===== src/hw/rtl/hrcv_pkg.sv =====
// Shared types and constants for the header recurrence checksum validator.
// Used by hrcv_front, hrcv_queue, hrcv_back and the top level; no dependencies.
package hrcv_pkg;

  // Header layout and sizes.
  localparam int PAYLOAD_MAX   = 8;
  localparam int COUNT_W       = $clog2(PAYLOAD_MAX + 1);
  localparam int IDX_W         = $clog2(PAYLOAD_MAX);

  localparam logic [4:0] POS_ADDR      = 5'd4;
  localparam logic [4:0] POS_LEN       = 5'd12;
  localparam logic [4:0] POS_PAYLOAD   = 5'd14;
  localparam logic [4:0] POS_CHECKSUM  = 5'd22;
  localparam logic [4:0] CHECKED_BYTES = 5'd22;
  localparam logic [4:0] HEADER_BYTES  = 5'd26;
  localparam logic [4:0] LAST_HDR_POS  = 5'd25;

  // File magic, first byte in the lowest lane.
  localparam logic [3:0][7:0] MAGIC = {8'h48, 8'h4B, 8'h4E, 8'h41};

  // Recurrence constants.
  localparam logic [15:0] TERM_SEED = 16'd7;
  localparam logic [7:0]  COEF_A    = 8'd17;
  localparam logic [7:0]  COEF_B    = 8'd31;
  localparam logic [16:0] TERM_MOD  = 17'd65535;
  // A multiple of the modulus larger than any subtracted product.
  localparam logic [25:0] TERM_BIAS = 26'd16776960;

  localparam logic [15:0] LOAD_ADDR_RESET = 16'h0100;

  // Status codes.
  typedef logic [2:0] status_t;
  localparam status_t ST_OK        = 3'd0;
  localparam status_t ST_SHORT     = 3'd1;
  localparam status_t ST_BAD_MAGIC = 3'd2;
  localparam status_t ST_BAD_ADDR  = 3'd3;
  localparam status_t ST_BAD_SUM   = 3'd4;

  // One command from the front to the back: a status and, on success,
  // the payload bytes to release. A count of zero means a single status word.
  typedef struct packed {
    status_t                          status;
    logic [COUNT_W-1:0]               count;
    logic [PAYLOAD_MAX-1:0][7:0]      bytes;
  } cmd_t;

endpackage


===== src/hw/rtl/header_recurrence_checksum_validator.sv =====
// Top level of the header recurrence checksum validator.
// Depends on hrcv_pkg, hrcv_front, hrcv_queue and hrcv_back.
//
// Usage: file bytes enter on the s_ stream, one word per byte, with s_tlast
// on the file's last byte. After the 26th header byte the block checks the
// magic, the load address against the cfg_ register (reset 0x0100) and the
// recurrence checksum over the first 22 bytes, then emits one status word,
// or on success one word per payload byte when the length is 1 to 8.
// s_tlast before the header is complete gives a short-file status. Bytes
// after the header are dropped up to s_tlast.
// Throughput: one input byte per cycle while the command queue has room, as the
// recurrence update in the front part is combinational; results leave at one word
// per cycle while the receiver is ready. The results of a header are written into
// the command queue as its last byte is accepted and from there loaded into the
// output register.
// When the receiver stalls, results wait in the output register and the
// two-entry command queue; input is refused only once that queue is full.
// Reset clears the file position and restores the register's reset value;
// configuration is written with cfg_valid, always ready.
module header_recurrence_checksum_validator (
  input  logic        clk,
  input  logic        rst,
  input  logic        s_tvalid,
  output logic        s_tready,
  input  logic [7:0]  s_tdata,   // [7:0] byte_value
  input  logic        s_tlast,   // end_of_file
  output logic        m_tvalid,
  input  logic        m_tready,
  output logic [15:0] m_tdata,   // [2:0] status, [10:3] payload_byte, [15:11] zero
  output logic        m_tlast,   // last_result
  output logic        m_tuser,   // [0] payload_present
  input  logic        cfg_valid,
  output logic        cfg_ready,
  input  logic [15:0] cfg_data   // expected_load_address
);

  logic           push;
  hrcv_pkg::cmd_t push_cmd;
  logic           q_full;
  logic           head_valid;
  hrcv_pkg::cmd_t head;
  logic           pop;

  assign cfg_ready = 1'b1;

  hrcv_front u_front (
    .clk       (clk),
    .rst       (rst),
    .s_tvalid  (s_tvalid),
    .s_tready  (s_tready),
    .s_tdata   (s_tdata),
    .s_tlast   (s_tlast),
    .cfg_valid (cfg_valid),
    .cfg_data  (cfg_data),
    .q_full    (q_full),
    .push      (push),
    .push_cmd  (push_cmd)
  );

  hrcv_queue u_queue (
    .clk        (clk),
    .rst        (rst),
    .push       (push),
    .push_cmd   (push_cmd),
    .pop        (pop),
    .full       (q_full),
    .head_valid (head_valid),
    .head       (head)
  );

  hrcv_back u_back (
    .clk        (clk),
    .rst        (rst),
    .head_valid (head_valid),
    .head       (head),
    .pop        (pop),
    .m_tvalid   (m_tvalid),
    .m_tready   (m_tready),
    .m_tdata    (m_tdata),
    .m_tlast    (m_tlast),
    .m_tuser    (m_tuser)
  );

endmodule


===== src/hw/rtl/hrcv_front.sv =====
// Front part: accepts file bytes, parses the header and runs the checksum.
// Depends on hrcv_pkg; pushes one command per finished header or short file.
module hrcv_front (
  input  logic             clk,
  input  logic             rst,
  input  logic             s_tvalid,
  output logic             s_tready,
  input  logic [7:0]       s_tdata,
  input  logic             s_tlast,
  input  logic             cfg_valid,
  input  logic [15:0]      cfg_data,
  input  logic             q_full,
  output logic             push,
  output hrcv_pkg::cmd_t   push_cmd
);

  logic [4:0]  byte_count;
  logic        skipping;
  logic        magic_good;
  logic [15:0] expected_load_address;
  logic [15:0] header_addr;
  logic [15:0] payload_length;
  logic [23:0] stored_checksum;
  logic [15:0] older_term;
  logic [15:0] newer_term;
  logic [hrcv_pkg::PAYLOAD_MAX-1:0][7:0] payload_store;

  logic        accept;
  logic        at_end;
  logic [4:0]  store_off;
  logic [7:0]  mul_a;
  logic [7:0]  mul_b;
  logic [8:0]  add_a;
  logic [24:0] prod_a;
  logic [23:0] prod_b;
  logic [25:0] diff;
  logic [25:0] biased;
  logic [16:0] fold;
  logic [15:0] term_next;
  logic        len_ok;
  hrcv_pkg::status_t final_status;

  assign s_tready = !q_full;
  assign accept   = s_tvalid && s_tready;
  assign at_end   = (byte_count == hrcv_pkg::LAST_HDR_POS);
  assign store_off = byte_count - hrcv_pkg::POS_PAYLOAD;

  // Recurrence term: both products in parallel, then a fold modulo 65535.
  always_comb begin
    mul_a  = 8'({3'b0, byte_count} * hrcv_pkg::COEF_A);
    mul_b  = 8'({3'b0, byte_count} * hrcv_pkg::COEF_B);
    add_a  = {1'b0, s_tdata} + {1'b0, mul_a};
    prod_a = {16'b0, add_a} * {9'b0, newer_term};
    prod_b = {16'b0, mul_b} * {8'b0, older_term};
    diff   = {1'b0, prod_a} - {2'b0, prod_b};
    // A negative difference wraps one step further, as a 64-bit wrap would.
    biased = diff + hrcv_pkg::TERM_BIAS + {25'b0, diff[25]};
    fold   = {1'b0, biased[15:0]} + {7'b0, biased[25:16]};
    if (fold >= hrcv_pkg::TERM_MOD) begin
      term_next = 16'(fold - hrcv_pkg::TERM_MOD);
    end else begin
      term_next = fold[15:0];
    end
  end

  // Checks made when the last header byte arrives.
  always_comb begin
    len_ok = (payload_length != 16'd0) &&
             (payload_length <= 16'(hrcv_pkg::PAYLOAD_MAX));
    if (!magic_good) begin
      final_status = hrcv_pkg::ST_BAD_MAGIC;
    end else if (header_addr != expected_load_address) begin
      final_status = hrcv_pkg::ST_BAD_ADDR;
    end else if ({s_tdata, stored_checksum} != {16'b0, newer_term}) begin
      final_status = hrcv_pkg::ST_BAD_SUM;
    end else begin
      final_status = hrcv_pkg::ST_OK;
    end
  end

  // Command towards the back part.
  always_comb begin
    push = accept && !skipping && (at_end || s_tlast);
    push_cmd.bytes = payload_store;
    if (at_end) begin
      push_cmd.status = final_status;
      if ((final_status == hrcv_pkg::ST_OK) && len_ok) begin
        push_cmd.count = payload_length[hrcv_pkg::COUNT_W-1:0];
      end else begin
        push_cmd.count = '0;
      end
    end else begin
      push_cmd.status = hrcv_pkg::ST_SHORT;
      push_cmd.count  = '0;
    end
  end

  // Control state: position in the file, magic flag, tail skipping and load address.
  always_ff @(posedge clk) begin
    if (rst) begin
      byte_count            <= '0;
      skipping              <= 1'b0;
      magic_good            <= 1'b1;
      expected_load_address <= hrcv_pkg::LOAD_ADDR_RESET;
    end else begin
      if (cfg_valid) begin
        expected_load_address <= cfg_data;
      end
      if (accept) begin
        if (skipping) begin
          if (s_tlast) begin
            skipping   <= 1'b0;
            byte_count <= '0;
            magic_good <= 1'b1;
          end
        end else if (s_tlast) begin
          byte_count <= '0;
          magic_good <= 1'b1;
        end else begin
          if ((byte_count < hrcv_pkg::POS_ADDR) &&
              (s_tdata != hrcv_pkg::MAGIC[byte_count[1:0]])) begin
            magic_good <= 1'b0;
          end
          if (at_end) begin
            byte_count <= hrcv_pkg::HEADER_BYTES;
            skipping   <= 1'b1;
          end else begin
            byte_count <= byte_count + 5'd1;
          end
        end
      end
    end
  end

  // Header fields and checksum terms; every field is written before use.
  always_ff @(posedge clk) begin
    if (accept && !skipping) begin
      if (byte_count == hrcv_pkg::POS_ADDR) begin
        header_addr[7:0] <= s_tdata;
      end else if (byte_count == hrcv_pkg::POS_ADDR + 5'd1) begin
        header_addr[15:8] <= s_tdata;
      end else if (byte_count == hrcv_pkg::POS_LEN) begin
        payload_length[7:0] <= s_tdata;
      end else if (byte_count == hrcv_pkg::POS_LEN + 5'd1) begin
        payload_length[15:8] <= s_tdata;
      end else if ((byte_count >= hrcv_pkg::POS_PAYLOAD) &&
                   (byte_count < hrcv_pkg::POS_CHECKSUM)) begin
        payload_store[store_off[hrcv_pkg::IDX_W-1:0]] <= s_tdata;
      end else if (byte_count == hrcv_pkg::POS_CHECKSUM) begin
        stored_checksum[7:0] <= s_tdata;
      end else if (byte_count == hrcv_pkg::POS_CHECKSUM + 5'd1) begin
        stored_checksum[15:8] <= s_tdata;
      end else if (byte_count == hrcv_pkg::POS_CHECKSUM + 5'd2) begin
        stored_checksum[23:16] <= s_tdata;
      end
      if (byte_count == 5'd0) begin
        older_term <= 16'd1;
        newer_term <= {8'b0, s_tdata} + hrcv_pkg::TERM_SEED;
      end else if (byte_count < hrcv_pkg::CHECKED_BYTES) begin
        older_term <= newer_term;
        newer_term <= term_next;
      end
    end
  end

  // While skipping the tail the count rests just past the header.
  assert property (@(posedge clk) disable iff (rst)
    skipping |-> (byte_count == hrcv_pkg::HEADER_BYTES))
    else $error("tail skipping with a header position still open");
  assert property (@(posedge clk) disable iff (rst)
    !skipping |-> (byte_count < hrcv_pkg::HEADER_BYTES))
    else $error("header position past the last header byte");

endmodule


===== src/hw/rtl/hrcv_queue.sv =====
// Two-entry command queue between the front and the back part.
// Depends on hrcv_pkg for the command type.
module hrcv_queue (
  input  logic             clk,
  input  logic             rst,
  input  logic             push,
  input  hrcv_pkg::cmd_t   push_cmd,
  input  logic             pop,
  output logic             full,
  output logic             head_valid,
  output hrcv_pkg::cmd_t   head
);

  localparam int DEPTH = 2;

  hrcv_pkg::cmd_t entries [DEPTH];
  logic           wr_ptr;
  logic           rd_ptr;
  logic [1:0]     count;

  assign full       = (count == 2'(DEPTH));
  assign head_valid = (count != 2'd0);
  assign head       = entries[rd_ptr];

  // Pointers and fill level.
  always_ff @(posedge clk) begin
    if (rst) begin
      wr_ptr <= 1'b0;
      rd_ptr <= 1'b0;
      count  <= 2'd0;
    end else begin
      if (push) begin
        wr_ptr <= !wr_ptr;
      end
      if (pop) begin
        rd_ptr <= !rd_ptr;
      end
      if (push && !pop) begin
        count <= count + 2'd1;
      end else if (pop && !push) begin
        count <= count - 2'd1;
      end
    end
  end

  // Entry storage.
  always_ff @(posedge clk) begin
    if (push) begin
      entries[wr_ptr] <= push_cmd;
    end
  end

  assert property (@(posedge clk) disable iff (rst) push |-> !full)
    else $error("command pushed into a full queue");
  assert property (@(posedge clk) disable iff (rst) pop |-> head_valid)
    else $error("command popped from an empty queue");

endmodule


===== src/hw/rtl/hrcv_back.sv =====
// Back part: turns commands into result words, one word per cycle while the receiver is ready.
// Depends on hrcv_pkg; drives the registered output stream.
module hrcv_back (
  input  logic             clk,
  input  logic             rst,
  input  logic             head_valid,
  input  hrcv_pkg::cmd_t   head,
  output logic             pop,
  output logic             m_tvalid,
  input  logic             m_tready,
  output logic [15:0]      m_tdata,
  output logic             m_tlast,
  output logic             m_tuser
);

  logic                          active;
  hrcv_pkg::cmd_t                cur;
  logic [hrcv_pkg::IDX_W-1:0]    idx;

  logic                          load_ok;
  logic                          src_valid;
  hrcv_pkg::cmd_t                src;
  logic [hrcv_pkg::IDX_W-1:0]    src_idx;
  logic                          has_payload;
  logic                          is_last;
  logic                          emit;

  // Pick the next word: the command in progress, else the queue head.
  always_comb begin
    load_ok     = !m_tvalid || m_tready;
    src_valid   = active || head_valid;
    src         = active ? cur : head;
    src_idx     = active ? idx : '0;
    has_payload = (src.count != '0);
    is_last     = !has_payload ||
                  ({1'b0, src_idx} == src.count - hrcv_pkg::COUNT_W'(1));
    emit        = load_ok && src_valid;
    pop         = emit && !active;
  end

  // Output register and payload walk.
  always_ff @(posedge clk) begin
    if (rst) begin
      m_tvalid <= 1'b0;
      active   <= 1'b0;
    end else begin
      if (load_ok) begin
        m_tvalid <= src_valid;
      end
      if (emit) begin
        m_tdata <= {5'b0, (has_payload ? src.bytes[src_idx] : 8'h00), src.status};
        m_tuser <= has_payload;
        m_tlast <= is_last;
        if (is_last) begin
          active <= 1'b0;
        end else begin
          active <= 1'b1;
          cur    <= src;
          idx    <= src_idx + hrcv_pkg::IDX_W'(1);
        end
      end
    end
  end

  assert property (@(posedge clk) disable iff (rst)
    (m_tvalid && m_tuser) |-> (m_tdata[2:0] == hrcv_pkg::ST_OK))
    else $error("payload word carries a failing status");
  assert property (@(posedge clk) disable iff (rst)
    active |-> ({1'b0, idx} < cur.count))
    else $error("payload walk ran past the payload length");

endmodule

===== config.mk =====
export PLATFORM = sky130hd
export DESIGN_NAME = header_recurrence_checksum_validator
export DESIGN_NICKNAME = d
export VERILOG_FILES = /design/src/hw/rtl/hrcv_pkg.sv /design/src/hw/rtl/header_recurrence_checksum_validator.sv /design/src/hw/rtl/hrcv_front.sv /design/src/hw/rtl/hrcv_queue.sv /design/src/hw/rtl/hrcv_back.sv
export SDC_FILE = /design/constraint.sdc
export NUM_CORES = 1
export LEC_CHECK = 0
export BUFFER_PORTS_ARGS = -buffer_cell sky130_fd_sc_hd__buf_4
export CAP_MARGIN = 10
export CORE_MARGIN = 5
export CORE_UTILIZATION = 58
export CTS_CLUSTER_DIAMETER = 200
export DETAILED_ROUTE_END_ITERATION = 12
export GPL_TIMING_DRIVEN = 1
export PLACE_DENSITY = 0.77
export SLEW_MARGIN = 5
export SYNTH_ARGS = -nofsm -noshare
export SYNTH_HDL_FRONTEND = slang
export SYNTH_SLANG_ARGS = --single-unit

===== constraint.sdc =====
create_clock -name clk -period 13.6 [get_ports clk]
set_input_delay 0.68 -clock clk [delete_from_list [all_inputs] [get_ports clk]]
set_output_delay 0.68 -clock clk [all_outputs]
set_load 0.01 [all_outputs]

==> results of run 1 <==
==> layout by cell type (no fill, tap or decap), types with 10 or more instances in the layout <==
cell	count
edfxtp_1	381
inv_1	298
nand2_1	272
fa_1	228
buf_4	177
and2_1	129
ha_1	125
o21ai_0	94
mux2i_1	89
nor2_1	70
xnor2_1	69
a21oi_1	51
clkbuf_16	43
xor2_1	40
and3_1	32
dfxtp_1	25
nand4_1	23
a211oi_1	21
nand3_1	21
nor2b_1	20
nor3_1	20
a211o_1	20
a22oi_1	16
nor4_1	14
nand2b_1	11
a21oi_2	10
==> stage by stage <==
step / util [%] / TNS [ns] / hold WS, ns / setup WS (ns) / instances
after detailed placement: 62.0 / -2.01 / 0.429 / -0.191 / 3020
after global routing: 66.8 / -5.55 / 0.316 / -0.447 / 3144
after CTS: 65.5 / 0 / 0.291 / 0.00701 / 3120
final: 66.8 / 0 / 0.321 / 0.0525 / 3145
after floorplan: - / 0 / 0.421 / 0.00318 / 2370
after global placement: 62.0 / 0 / 0.422 / 0.0662 / 3020
==> critical path: cells and delay by family (launching register included) <==
family / cells / cell delay, ns
compound gates: 13 / 2.52
xor+xnor: 5 / 0.62
fa+ha+maj: 12 / 5.33
buf+inv: 26 / 3.05
flops: 1 / 0.35
simple gates: 7 / 1.38
==> cell families (layout without fill, tap and decap cells) <==
family          after synthesis  in the layout  share of synthesized area [%]
xor+xnor                    116            116                           3.72
compound gates              297            297                           7.29
buf+inv                     403            570                           5.85
fa+ha+maj                   372            372                           23.5
other cells                   2              7                         0.0275
flops                       411            411                           44.0
simple gates                675            675                           12.3
mux                          90             90                           3.30
==> cell type report <==
cell class / instances / area (µm²)
clock inverters: 26 / 270
inverters: 304 / 1140
clock buffers: 54 / 1140
flip-flops and latches: 411 / 12100
repair buffers: 186 / 1440
well taps: 607 / 759
multi-input cells: 1556 / 14300
diodes: 1 / 2.50
fillers: 3377 / 15500
==> what timing repair did <==
item / 4_1_cts / 5_1_grt
endpoints found under the setup margin: 15 / 16
setup buffers: 20 / 24
pin swaps: 21 / 90
gates cloned: 0 / 0
gates resized for setup: 17 / 79
==> layer usage <==
metal  GRT usage (%)  routed length [µm]  up-vias
li1                -                   -     8264
met1            32.5               24900     9182
met2            43.8               32300      639
met3            3.40                3830      161
met4            10.4                3000        0
met5               0                   0        -
==> worst max-delay path by stage <==
stage                                               end  slack (ns)  cells past startpoint
floorplan               u_front.newer_term[1]$_DFFE_PP_       0.003                     55
global placement        u_front.newer_term[7]$_DFFE_PP_        0.07                     54
detailed placement  u_front.newer_term[9]$_SDFFCE_PP0P_       -0.19                     55
CTS                     u_front.newer_term[2]$_DFFE_PP_       0.007                     58
global route            u_front.newer_term[1]$_DFFE_PP_       -0.45                     63
finish                  u_front.newer_term[8]$_DFFE_PP_        0.05                     63
==> state kept, by name, summed over array words and instances (netlist names), 3 cells and up, named ones only <==
name and flops:
u_queue.entries 142, u_back.cur 71, u_front.push_cmd 64, u_front.stored_checksum 24, u_front.expected_load_address 16, u_front.header_addr 16, u_front.newer_term 16, u_front.older_term 16
u_front.payload_length 16, u_back.m_tdata 11, u_front.byte_count 5, u_back.idx 3
==> flow_summary_export.csv, run 1 <==
group,metric,value,unit
route,totalWireLength,64000,µm
synth,syn_inst,2366,
synth,synth_edf_count,381,
route,avgViaCountPerCell,5.80,
synth,yosysMostFrequentCell,"edfxtp_1",
timing,rsz0062_at_grt,"yes",
worst_setup_path,slowest_stage,"fa_1",
worst_setup_path,endpoint_kind,"register",
hold_path,hold_end,"u_front.expected_load_address[8]$_SDFFE_PP1P_",
worst_setup_path,worst-endpoint-required,13.89,ns
hold_path,min_path_type,"in2reg",
timing,hold_viol_final,0,
hold_path,hold_depth,2,
synth,synthesis.area,0.0273,mm²
route,drtAntennaViolNets,0,
global_routing,antenna_found_initial,1,
floorplanning,die_area,0.0516,mm²
worst_setup_path,worst-setup-path-type,"reg2reg",
synth,synth_flop_cell,"edfxtp_1",
final_layout,stdcell_area,0.0311,mm²
synth,synth_cell_types,81,
clock_network,hold_buffers,0,
global_routing,grt_start_max_net_pins,90,
worst_setup_path,rr_startpoint,"u_front.byte_count[2]$_SDFFE_PP0P_",
placed_design,placed_cell_area,0.0289,mm²
floorplanning,pin_count,51,
floorplanning,start_util,58.7,%
synth,synth_warnings,0,
timing,drv_slew,0,
final_layout,nNetsFinal,2904,
timing,worst_pin_slew,1.20,ns
final_layout,synthToLayoutAreaGrowth,13.7,%
worst_setup_path,r2r_end,"u_front.newer_term[8]$_DFFE_PP_",
clock_network,cts.path.max_buffers,3,
synth,ys_async_sr_fraction,0,%
route,wire_per_inst,20.3,µm
worst_setup_path,start_kind,"register",
worst_setup_path,slowest_delay,0.60,ns
hold_path,min-delay-start,"cfg_data[8]",
global_routing,grt_pass1_vias,19100,
global_routing,grt_overflow,0,
route,dr.first_iter.drc_count,1466,
worst_setup_path,crit_fanout,5,
clock_network,clock_latency,0.58,ns
clock_network,h-tree-depth,2,
floorplanning,core_area,0.0466,mm²
worst_setup_path,r2r_slack,0.05,ns
synth,yosysTopAreaCell,"edfxtp_1",
floorplanning,die_w,227,µm
floorplanning,die_h,227,µm
synth,yosysSeqAreaShare,44.0,%
worst_setup_path,crit_start,"u_front.byte_count[2]$_SDFFE_PP0P_",
clock_network,root_buffer,"clkbuf_16",
route,dr.pass1.iters,7,
synth,synth_commonest_cells,"edfxtp_1, inv_1, nand2_1",
worst_setup_path,crit_top_cell,"buf_4",
timing,max_freq,73.8,MHz
worst_setup_path,cp.arrival,13.84,ns
clock_network,clk_pin_slew_worst_paths,0.06,ns
timing,finalSetupViolations,0,
route,drc,0,
run_status,status,"complete, no violations",
worst_setup_path,r2r_cells,63,
clock_network,cts_tree,"yes",
run,maxCapViolCount,0,
final_layout,drive_above_1_share,14.6,%
timing,relSlewSlack,19.7,%
global_routing,grt_use_total,25.3,%
placed_design,placement.io_buffers,44,
synth,synth_seq_cells,411,
clock_network,numCtsBuffers,43,
synth,yosys-top-cells-area,"edfxtp_1, fa_1, ha_1, inv_1, nand2_1",
global_routing,grt_pass1_wl,103000,µm
synth,avgSynthCellArea,11.6,µm²
placed_design,hpwl,44500,µm
floorplanning,rows,79,
timing,fin_crit_sh,99.6,%
placed_design,place.gp.congestion,0.935,
timing,period_needed,13.55,ns
clock_network,clock_sinks,411,
timing,finClkSkew,0.0234,ns
synth,synth.top_cell.area_share,41.9,%
route,via_count,18200,
Power of run 1 is left out: the tool's default activity adds up to more than one toggle a clock period on the data nets, which glitch-free logic cannot reach.
==> run 2, diff against run 1 <==
--- a/config.mk
+++ b/config.mk
@@ -5,6 +5,7 @@
 export SDC_FILE = /design/constraint.sdc
 export NUM_CORES = 1
 export LEC_CHECK = 0
+export ABC_CLOCK_PERIOD_IN_PS = 13600
 export BUFFER_PORTS_ARGS = -buffer_cell sky130_fd_sc_hd__buf_4
 export CAP_MARGIN = 10
 export CORE_MARGIN = 5
@@ -12,6 +13,7 @@
 export CTS_CLUSTER_DIAMETER = 200
 export DETAILED_ROUTE_END_ITERATION = 12
 export GPL_TIMING_DRIVEN = 1
+export MAX_ROUTING_LAYER = met4
 export PLACE_DENSITY = 0.77
 export SLEW_MARGIN = 5
 export SYNTH_ARGS = -nofsm -noshare
==> flow_summary_export.csv, run 2 (same netlist as run 1, synthesis figures left out) <==
group,metric,value,unit
global_routing,grt_use_total,26.6,%
route,dr.first_iter.drc_count,1464,
route,via_count,18400,
placed_design,hpwl,45500,µm
final_layout,mostFrequentLayoutCell,"edfxtp_1",
floorplanning,die_area,0.0516,mm²
run_status,violations,"setup timing",
hold_path,min_path_type,"in2reg",
worst_setup_path,worst-endpoint-required,13.88,ns
floorplanning,rows,79,
route,wire_per_inst,21.0,µm
clock_network,root_buffer,"clkbuf_16",
timing,drv_slew,0,
timing,final.setup.tns,-0.0711,ns
timing,worst_pin_slew,1.17,ns
timing,finClkSkew,0.0249,ns
clock_network,cts_tree,"yes",
clock_network,h-tree-depth,2,
worst_setup_path,slowest_stage,"fa_1",
floorplanning,pin_count,51,
worst_setup_path,slowest_delay,0.58,ns
worst_setup_path,worst-setup-path-type,"reg2reg",
worst_setup_path,endpoint_kind,"register",
clock_network,numCtsBuffers,42,
floorplanning,die_h,227,µm
floorplanning,die_w,227,µm
timing,period_needed,13.65,ns
global_routing,grt_start_max_net_pins,91,
timing,finalSetupViolations,2,
route,dr.pass1.iters,5,
floorplanning,start_util,58.7,%
global_routing,grt_pass1_wl,104000,µm
route,totalWireLength,65900,µm
global_routing,grt_overflow,0,
route,topRoutingLayerUsed,"met4",
timing,max_freq,73.3,MHz
run_status,status,"finished, violations left",
route,dr_wl_met2,34200,µm
final_layout,final_cell_mix,"edfxtp_1, inv_1, nand2_1, fa_1, buf_4",
final_layout,nNetsFinal,2906,
timing,hold_viol_final,0,
timing,relSlewSlack,21.5,%
timing,fin_crit_sh,100,%
route,wl_met1,25300,µm
clock_network,cts.path.max_buffers,3,
clock_network,clock_latency,0.57,ns
route,drc,0,
worst_setup_path,crit_fanout,6,
worst_setup_path,start_kind,"register",
route,drtAntennaViolNets,0,
global_routing,grt_pass1_vias,19300,
global_routing,antenna_found_initial,1,
worst_setup_path,cp.arrival,13.93,ns
clock_network,hold_buffers,0,
final_layout,diodes,0,
timing,setup_slack,-0.0504,ns
clock_network,clk_pin_slew_worst_paths,0.06,ns
placed_design,placement.io_buffers,44,
timing,rsz0062_at_grt,"yes",
worst_setup_path,crit_top_cell,"fa_1",
run,maxCapViolCount,0,
clock_network,clock_sinks,411,
placed_design,place.gp.congestion,0.947,
route,avgViaCountPerCell,5.87,
floorplanning,core_area,0.0466,mm²
final_layout,largest_reg_flops,142,
final_layout,synthToLayoutAreaGrowth,13.3,%
final_layout,regMostFlops,"u_queue.entries",
route,wl_met3,3940,µm
final_layout,drive_above_1_share,14.3,%
## run 2: cell count changes in the layout (fill, tap and decap cells not counted), sizes merged
cell	delta
clkinvlp	-1
inv	-1
bufinv	+1
buf	+1
clkinv	-2
diode	-1
## run 2: worst paths after layout
kind | cells past startpoint | start | to | slack [ns]
max | 58 | u_front.byte_count[2]$_SDFFE_PP0P_ | u_front.newer_term[8]$_DFFE_PP_ | -0.05
min | 2 | cfg_data[8] | u_front.expected_load_address[8]$_SDFFE_PP1P_ | 0.33
max reg2reg | 58 | u_front.byte_count[2]$_SDFFE_PP0P_ | u_front.newer_term[8]$_DFFE_PP_ | -0.05
min reg2reg | 0 | u_front.push_cmd[29]$_DFFE_PP_ | u_queue.entries[1][29]$_DFFE_PP_ | 0.42
## run 2: metal layers
metal  vias up  global-route usage, %
li1       8264                      -
met1      9296                   32.6
met2       714                   45.7
met3       160                   3.56
met4         0                   9.41
met5         -                      -
## run 2: per-stage QoR
step | cell area (µm²) | hold slack, ns | worst slack (ns) | util (%) | instances
2_1_floorplan | 27500 | 0.421 | 0.00318 | - | 2370
3_3_place_gp | 28900 | 0.422 | 0.0944 | 62.0 | 3022
3_5_place_dp | 28900 | 0.429 | -0.228 | 62.0 | 3022
4_1_cts | 30500 | 0.312 | 0.0133 | 65.5 | 3119
5_1_grt | 31000 | 0.332 | -0.381 | 66.6 | 3142
6_report | 31000 | 0.330 | -0.0504 | 66.6 | 3142
## run 2: layout make-up
type	instances	area, µm²
Tap cell	607	759
Inverter	304	1140
Fill cell	3379	15600
Sequential cell	411	12100
Clock buffer	52	1090
Multi-Input combinational cell	1556	14200
Timing Repair Buffer	189	1470
Clock inverter	23	244
## run 2: critical path, delay by kind of cell (launching register included)
family	cells	cell delay [ns]
AND/OR/NAND/NOR	16	2.32
AO/OA/AOI/OAI	16	3.31
XOR/XNOR	5	0.88
flip-flops	1	0.35
buffers and inverters	8	0.89
adder cells (fa/ha/maj)	13	5.56
## run 2: what timing repair did
action / CTS / global route
buffers inserted: 22 / 19
resized for setup: 24 / 67
pin swaps: 23 / 90
hold endpoints to repair: 0 / 0
setup endpoints to repair: 15 / 16
gates cloned: 0 / 1
Power of run 2 is left out for the same reason.
